File: src/hw/rtl/bol_pkg.sv
// Shared constants and types for the bounded ordered list core.
`timescale 1ns / 1ps
package bol_pkg;

   localparam int CAPACITY   = 16;
   localparam int DATA_WIDTH = 32;
   localparam int VALUE_W    = 32;
   localparam int CNT_W      = $clog2(CAPACITY + 1);
   localparam int LIMIT_W    = 5;
   localparam int CMP_W      = (CNT_W > LIMIT_W) ? CNT_W : LIMIT_W;

   localparam logic [1:0] OP_INSERT  = 2'd0;
   localparam logic [1:0] OP_DELETE  = 2'd1;
   localparam logic [1:0] OP_REVERSE = 2'd2;

   // Per-cycle command broadcast to every cell.
   typedef struct packed {
      logic load_tail;  // write the item into the tail slot
      logic push_head;  // every cell takes its head-side neighbor
      logic del_fwd;    // delete, list stored head first
      logic del_rev;    // delete, list stored tail first
      logic any_match;  // some valid cell matched
   } cell_ctrl_type;

endpackage

File: src/hw/rtl/bol_cell.sv
// One storage cell of the list: holds an entry, compares it, moves it to a neighbor.
`timescale 1ns / 1ps
module bol_cell (
   input  logic                             clock,
   input  bol_pkg::cell_ctrl_type           ctrl,
   input  logic                             entry_valid,
   input  logic                             tail_slot,
   input  logic [bol_pkg::DATA_WIDTH-1:0]   req_word,
   input  logic [bol_pkg::DATA_WIDTH-1:0]   left_word,
   input  logic [bol_pkg::DATA_WIDTH-1:0]   right_word,
   input  logic                             pre_in,
   input  logic                             suf_in,
   output logic                             pre_out,
   output logic                             suf_out,
   output logic [bol_pkg::DATA_WIDTH-1:0]   word
);
   import bol_pkg::*;

   logic [DATA_WIDTH-1:0] word_ff;
   logic [DATA_WIDTH-1:0] word_in;
   logic                  match;
   logic                  shift_up;

   assign match   = entry_valid && (word_ff == req_word);
   assign pre_out = pre_in | match;
   assign suf_out = suf_in | match;
   assign word    = word_ff;

   // Close the gap: this cell and all behind the removed entry take the next one.
   assign shift_up = (ctrl.del_fwd && pre_out) ||
                     (ctrl.del_rev && ctrl.any_match && !suf_in);

   always_comb begin
      word_in = word_ff;
      if (ctrl.load_tail && tail_slot) begin
         word_in = req_word;
      end else if (ctrl.push_head) begin
         word_in = left_word;
      end else if (shift_up) begin
         word_in = right_word;
      end
   end

   always_ff @(posedge clock) begin
      word_ff <= word_in;
   end

endmodule

File: src/hw/rtl/bounded_ordered_list_core.sv
// Top level: bounded ordered list built from a row of storage cells.
// The result item is registered and is on the rsp_ ports in the cycle after start is taken.
// Throughput: one item per cycle while not busy; every operation takes one pass of the cells.
// busy is high while reset is held and clears at the first clock edge that samples reset low.
// Results are shown for one cycle under rsp_strobe; the receiver cannot stall them.
// Reset clears the count, the orientation bit and the limit (back to 16); entries are not cleared.
`timescale 1ns / 1ps
module bounded_ordered_list_core (
   input  logic                          clock,
   input  logic                          reset,
   input  logic                          start,
   output logic                          busy,
   input  logic [1:0]                    req_operation,
   input  logic signed [bol_pkg::VALUE_W-1:0] req_value,
   output logic                          rsp_strobe,
   output logic                          rsp_succeeded,
   output logic [4:0]                    rsp_entry_count,
   output logic                          rsp_full_flag,
   output logic                          rsp_empty_flag,
   input  logic                          csr_write_enable,
   input  logic [bol_pkg::LIMIT_W-1:0]   csr_write_data
);
   import bol_pkg::*;

   // Control state
   logic [CNT_W-1:0]   count_ff,   count_in;
   logic               flipped_ff, flipped_in;
   logic [LIMIT_W-1:0] limit_ff;
   logic               busy_ff;

   // Result registers
   logic               strobe_ff;
   logic               ok_ff, ok_in;
   logic [4:0]         cnt_out_ff;
   logic               full_ff, full_in;
   logic               empty_ff;

   logic               accept;
   logic [CMP_W-1:0]   active_limit;
   logic [CMP_W-1:0]   count_now;
   logic [CMP_W-1:0]   count_next;
   logic               has_room;
   logic [DATA_WIDTH-1:0] req_word;
   cell_ctrl_type      ctrl;

   // Chains between neighbors: head-side prefix of matches, tail-side suffix.
   logic                  pre_c  [0:CAPACITY];
   logic                  suf_c  [0:CAPACITY];
   logic [DATA_WIDTH-1:0] word_c [0:CAPACITY-1];

   assign accept   = start && !busy_ff;
   assign busy     = busy_ff;
   assign req_word = req_value[DATA_WIDTH-1:0];

   // The limit in force is the smaller of the register and the cell count.
   always_comb begin
      if (CMP_W'(limit_ff) < CMP_W'(CAPACITY)) begin
         active_limit = CMP_W'(limit_ff);
      end else begin
         active_limit = CMP_W'(CAPACITY);
      end
   end

   assign count_now = CMP_W'(count_ff);
   assign has_room  = count_now < active_limit;

   // Broadcast command. When flipped, the cells hold the list tail first:
   // a logical append becomes a push at cell 0, and the first logical match
   // is the highest-index physical match.
   always_comb begin
      ctrl           = '0;
      ctrl.any_match = pre_c[CAPACITY];
      if (accept) begin
         case (req_operation)
            OP_INSERT: begin
               ctrl.load_tail = has_room && !flipped_ff;
               ctrl.push_head = has_room && flipped_ff;
            end
            OP_DELETE: begin
               ctrl.del_fwd = !flipped_ff;
               ctrl.del_rev = flipped_ff;
            end
            default: begin
            end
         endcase
      end
   end

   assign pre_c[0]        = 1'b0;
   assign suf_c[CAPACITY] = 1'b0;

   genvar gi;
   generate
      for (gi = 0; gi < CAPACITY; gi++) begin : g_cell
         logic [DATA_WIDTH-1:0] left_w;
         logic [DATA_WIDTH-1:0] right_w;
         logic                  valid_w;
         logic                  tail_w;

         // Cell 0 takes the new item on a push; the last cell has no successor.
         if (gi == 0) begin : g_head
            assign left_w = req_word;
         end else begin : g_mid_l
            assign left_w = word_c[gi-1];
         end
         if (gi == CAPACITY - 1) begin : g_tail
            assign right_w = word_c[gi];
         end else begin : g_mid_r
            assign right_w = word_c[gi+1];
         end

         assign valid_w = count_ff > CNT_W'(gi);
         assign tail_w  = count_ff == CNT_W'(gi);

         bol_cell u_cell (
            .clock       (clock),
            .ctrl        (ctrl),
            .entry_valid (valid_w),
            .tail_slot   (tail_w),
            .req_word    (req_word),
            .left_word   (left_w),
            .right_word  (right_w),
            .pre_in      (pre_c[gi]),
            .suf_in      (suf_c[gi+1]),
            .pre_out     (pre_c[gi+1]),
            .suf_out     (suf_c[gi]),
            .word        (word_c[gi])
         );
      end
   endgenerate

   // Next count, orientation and success for the item being taken.
   always_comb begin
      count_in   = count_ff;
      flipped_in = flipped_ff;
      ok_in      = 1'b0;
      if (accept) begin
         case (req_operation)
            OP_INSERT: begin
               if (has_room) begin
                  count_in = count_ff + CNT_W'(1);
                  ok_in    = 1'b1;
               end
            end
            OP_DELETE: begin
               if (ctrl.any_match) begin
                  count_in = count_ff - CNT_W'(1);
                  ok_in    = 1'b1;
               end
            end
            OP_REVERSE: begin
               // Only the orientation bit flips; the cells stay put.
               if (count_ff != '0) begin
                  flipped_in = !flipped_ff;
                  ok_in      = 1'b1;
               end
            end
            default: begin
            end
         endcase
      end
   end

   assign count_next = CMP_W'(count_in);
   assign full_in    = count_next >= active_limit;

   always_ff @(posedge clock) begin
      if (reset) begin
         count_ff   <= '0;
         flipped_ff <= 1'b0;
         limit_ff   <= LIMIT_W'(CAPACITY);
         busy_ff    <= 1'b1;
         strobe_ff  <= 1'b0;
      end else begin
         count_ff   <= count_in;
         flipped_ff <= flipped_in;
         busy_ff    <= 1'b0;
         strobe_ff  <= accept;
         if (csr_write_enable) begin
            limit_ff <= csr_write_data;
         end
      end
   end

   // Hold the result payload; only the strobe marks it.
   always_ff @(posedge clock) begin
      if (accept) begin
         ok_ff      <= ok_in;
         cnt_out_ff <= count_next[4:0];
         full_ff    <= full_in;
         empty_ff   <= (count_in == '0);
      end
   end

   assign rsp_strobe      = strobe_ff;
   assign rsp_succeeded   = ok_ff;
   assign rsp_entry_count = cnt_out_ff;
   assign rsp_full_flag   = full_ff;
   assign rsp_empty_flag  = empty_ff;

   // Count never runs past the number of cells.
   a_count_bound: assert property (@(posedge clock) disable iff (reset)
      CMP_W'(count_ff) <= CMP_W'(CAPACITY))
      else $error("list count above capacity");

   // Every accepted item yields a result in the next cycle.
   a_result_follows: assert property (@(posedge clock) disable iff (reset)
      (start && !busy) |=> rsp_strobe)
      else $error("result strobe missing after accept");

   // A refused operation leaves the count as it was.
   a_fail_holds: assert property (@(posedge clock) disable iff (reset)
      (rsp_strobe && !rsp_succeeded) |-> (count_ff == $past(count_ff)))
      else $error("count changed on a refused item");

   // Reported count matches the stored count.
   a_count_report: assert property (@(posedge clock) disable iff (reset)
      rsp_strobe |-> (rsp_entry_count == 5'(CMP_W'(count_ff))))
      else $error("reported count differs from stored count");

endmodule
File: config.mk
export PLATFORM = sky130hd
export DESIGN_NAME = bounded_ordered_list_core
export DESIGN_NICKNAME = d
export VERILOG_FILES = /design/src/hw/rtl/bol_pkg.sv /design/src/hw/rtl/bol_cell.sv /design/src/hw/rtl/bounded_ordered_list_core.sv
export SDC_FILE = /design/constraint.sdc
export NUM_CORES = 2
export LEC_CHECK = 0
export BUFFER_PORTS_ARGS = -buffer_cell sky130_fd_sc_hd__buf_2
export CAP_MARGIN = 40
export CORE_MARGIN = 2
export CORE_UTILIZATION = 39
export DETAILED_ROUTE_END_ITERATION = 8
export GPL_ROUTABILITY_DRIVEN = 0
export PLACE_DENSITY_LB_ADDON = 0.2
export SETUP_SLACK_MARGIN = 0.02
export SLEW_MARGIN = 20
export SYNTH_ARGS = -nofsm -noshare
export SYNTH_HDL_FRONTEND = slang
export SYNTH_SLANG_ARGS = --single-unit
File: constraint.sdc
create_clock -name clock -period 8.9 [get_ports clock]
set_input_delay 1.78 -clock clock [delete_from_list [all_inputs] [get_ports clock]]
set_output_delay 1.78 -clock clock [all_outputs]
set_load 0.02 [all_outputs]
==> results.json <==
{
  "hold_viol": 0,
  "drt_iter0_markers": 4111,
  "irDropWorstVdd_mv": 0.1296,
  "postSynthAreaPerCell_um2": 9.888,
  "port_buffers": 52,
  "rr_startpoint": "count_ff[1]",
  "grt_overflow": 0,
  "fmax_mhz": 169.7,
  "end_kind": "flop",
  "drive_gt1_share_pct": 8.802,
  "postLayoutCoreUtil_pct": 42.88,
  "setup_viol": 0,
  "max_stage_delay_ns": 0.82,
  "placed_area_um2": 35270,
  "synth_compound_area_share_pct": 8.308,
  "required_ns": 9.22,
  "antenna_left": 0,
  "clk_pin_slew_ns": 0.06,
  "clock_skew_ns": 0.02342,
  "hold_class": "flop to flop",
  "drc": 0,
  "whs_ns": 0.4985,
  "grt_max_degree": 100,
  "numCtsBuffers": 60,
  "timing.max_cap.violations": 0,
  "rsz0062_at_grt": "no",
  "fillers": 8379,
  "tightest_slew_ns": 0.8930,
  "share_comb_of_total_power_pct": 7.3,
  "reg2reg_to": "g_cell[10].u_cell.word[15]",
  "vias": 26990,
  "post-route-min-period_ns": 5.893,
  "synthAdderAreaFrac_pct": 0.5455,
  "grt_util_all_layers_pct": 27.99,
  "worstPathArrival_ns": 6.21,
  "netlist.area_leader.share_pct": 45.69,
  "period_share_pct": 66.21,
  "outcome": "complete, no violations",
  "intPower_mw": 4.232,
  "cts_hold_buffers": 0,
  "routed_via_density": 5.928,
  "cts_tree": "built",
  "p_leak_nw": 11.95,
  "p_sw_share_pct": 24.77,
  "p_per_area_nw_per_um2": 151.2,
  "min_from": "limit_ff[1]",
  "synth-edff-count": 520,
  "die_y_um": 300.0,
  "ys_seq_elements": 533,
  "hold_end": "limit_ff[1]",
  "path_max_fanout": 20,
  "synth_top_family_by_area": "simple AND/OR/NAND/NOR gates",
  "ys_warn_count": 0,
  "p_seq_share_pct": 48.5,
  "placementRows": 108,
  "ctsResizeCount": 0,
  "crit_path_frequent_cell": "nand3_1",
  "die_width_um": 300.0,
  "regArea_um2": 15880,
  "postCtsSetupRepairBufs": 0,
  "p_switching_mw": 1.394,
  "insertion_delay_ns": 0.66,
  "core_area_um2": 86750,
  "multi_input_area_um2": 16920,
  "critPathLaunchType": "flop",
  "ys_top_cells_by_area": "edfxtp_1 (46%), mux2i_1 (10%), xnor2_1 (8.2%), xor2_1 (5.1%), nor2_1 (4.7%)",
  "final_area_um2": 37200,
  "yosys.area_share.simple_pct": 15.36,
  "r2r_slack_ns": 3.01,
  "slew_violations": 0,
  "syn-num-nets": 3513,
  "ys_seq_area_share_pct": 46.46,
  "die-area_um2": 90010,
  "hpwl_um": 90900,
  "syn_to_final_growth_pct": 8.868,
  "start_util_pct": 39.39,
  "timing.slew.headroom_pct": 40.46,
  "worst-r2r-cell-count": 13,
  "cts.root.buffer_cell": "clkbuf_16",
  "synth-xor-area-share_pct": 13.38,
  "clock-sinks": 533,
  "dpl_worst_slack_ns": 2.580,
  "grt_antenna_before_repair": 3,
  "dr.pass1.iters": 8,
  "synthMuxAreaShare_pct": 11.51,
  "path_cells": "clkinv_1 -> ha_1 -> or4b_1 -> nand3_1 -> nor4_1 -> nand4_2 -> nand4_4 -> nand2b_1 -> nor3_1 -> or2_1 -> o21a_1 -> nand3_1 -> buf_4",
  "finalNetCount": 3403,
  "routedWlPerCell_um": 28.36,
  "synthCells": 3456,
  "synth_ff_type": "edfxtp_1",
  "cts_buffer_depth": 3,
  "synth_area_leader_cell": "edfxtp_1",
  "grt_pass1_vias": 24790,
  "slowest_stage": "dfxtp_1",
  "yosysUniqueCellTypes": 76,
  "setup_tns_ns": 0,
  "grt_pass1_wl_um": 184100,
  "async_flop_share_pct": 0,
  "layout_setup_ws_ns": 3.007,
  "pin_count": 53,
  "critical_path_class": "flop to flop",
  "syn_area_um2": 34170,
  "cts.htree.levels": 2,
  "whs_path_depth": 2,
  "p_clk_share_pct": 44.2,
  "routed_wl_um": 129100
}
[cell type report]
class | count | share of cell area [%]
Inverter | 13 | 0.1312
Multi-Input combinational cell | 2597 | 45.47
Timing Repair Buffer | 141 | 2.738
Tap cell | 1155 | 3.884
Sequential cell | 533 | 42.67
Clock inverter | 41 | 0.8811
Antenna cell | 1 | 0.006726
Clock buffer | 72 | 4.214
[layout by cell type, fill, tap and decap left out, types with 10 or more instances in the layout]
cell type | netlist | final
a21oi_1 | 302 | 302
a31oi_1 | 99 | 99
buf_2 | 105 | 52
buf_4 | 40 | 80
clkbuf_1 | 124 | 11
clkbuf_16 | 0 | 61
clkinv_1 | 1 | 17
clkinv_2 | 0 | 15
dfxtp_1 | 13 | 13
edfxtp_1 | 520 | 520
ha_1 | 14 | 14
inv_1 | 10 | 10
mux2_2 | 31 | 31
mux2i_1 | 358 | 358
nand2_1 | 399 | 393
nand3_1 | 26 | 20
nand4_1 | 111 | 111
nor2_1 | 427 | 426
nor3_1 | 26 | 25
nor4_1 | 81 | 81
o21ai_0 | 78 | 75
xnor2_1 | 320 | 320
xor2_1 | 200 | 200
[how the worst max path moves through the flow]
stage	end	slack (ns)	from
2_1_floorplan	g_cell[13].u_cell.word[0]	1.31	req_value[5]
3_3_place_gp	g_cell[2].u_cell.word[20]	2.50	req_value[29]
3_5_place_dp	rsp_full_flag	2.58	req_value[10]
4_1_cts	rsp_full_flag	3.10	count_ff[1]
5_1_grt	g_cell[10].u_cell.word[5]	2.81	count_ff[1]
6_report	g_cell[10].u_cell.word[15]	3.01	count_ff[1]
[synth_stat cells, drive strengths merged, types with 5 or more instances]
cell	number
edfxtp	520
nor2	427
nand2	399
mux2i	358
xnor2	321
a21oi	302
xor2	200
buf	188
clkbuf	125
nand4	113
a31oi	99
nor4	83
o21ai	80
mux2	31
nor3	27
nand3	26
ha	14
dfxtp	13
inv	12
and3	10
nor2b	9
nand2b	8
nor4b	8
nand4b	7
a21o	6
and2	6
or4	5
[cell families (layout without fill, tap and decap cells)]
group	Yosys count	after routing
AO/OA/AOI/OAI	517	517
XOR/XNOR	521	521
adder cells (fa/ha/maj)	15	15
buffers and inverters	326	267
flip-flops	533	533
multiplexers	389	389
other	0	1
AND/OR/NAND/NOR	1155	1155
[power groups by stage]
stage          registers, mW  logic, mW  clock network (mW)
3_5_place_dp            2.78      0.388                   0
4_1_cts                 2.73      0.390                2.51
6_report                2.73      0.409                2.49
5_1_grt                 2.73      0.421                2.60
3_3_place_gp            2.78      0.388                   0
2_1_floorplan           2.78      0.248                   0
[metrics by stage]
| step | power (mW) | instances |
|---|---|---|
| 2_1_floorplan | 3.032 | 3456 |
| 3_3_place_gp | 3.172 | 4431 |
| 3_5_place_dp | 3.172 | 4437 |
| 4_1_cts | 5.630 | 4550 |
| 5_1_grt | 5.754 | 4552 |
| 6_report | 5.625 | 4553 |
[worst max-delay path, delay by kind of cell (launching register included)]
kind,cells,cell delay (ns)
simple gates,9,2.95
buf+inv,2,1.17
flops,1,0.82
fa+ha+maj,1,0.43
compound gates,1,0.18
[flip-flops by register name, indices dropped and copies added, names as in the netlist, 5 cells and up]
name                count
limit_ff                5
count_ff                5
rsp_entry_count         5
g_cell.u_cell.word    512
[routing by layer]
| layer | global-route usage [%] | share of wire [%] | up-vias |
|---|---|---|---|
| met3 | 6.568 | 11 | 146 |
| met4 | 4.905 | 1.8 | 2 |
| met1 | 41.44 | 44 | 13150 |
| met2 | 41.89 | 43 | 1615 |
| li1 | - | - | 12080 |
| met5 | 0 | 0.0085 | - |
Note: power is estimated with default switching activity, not from simulation.
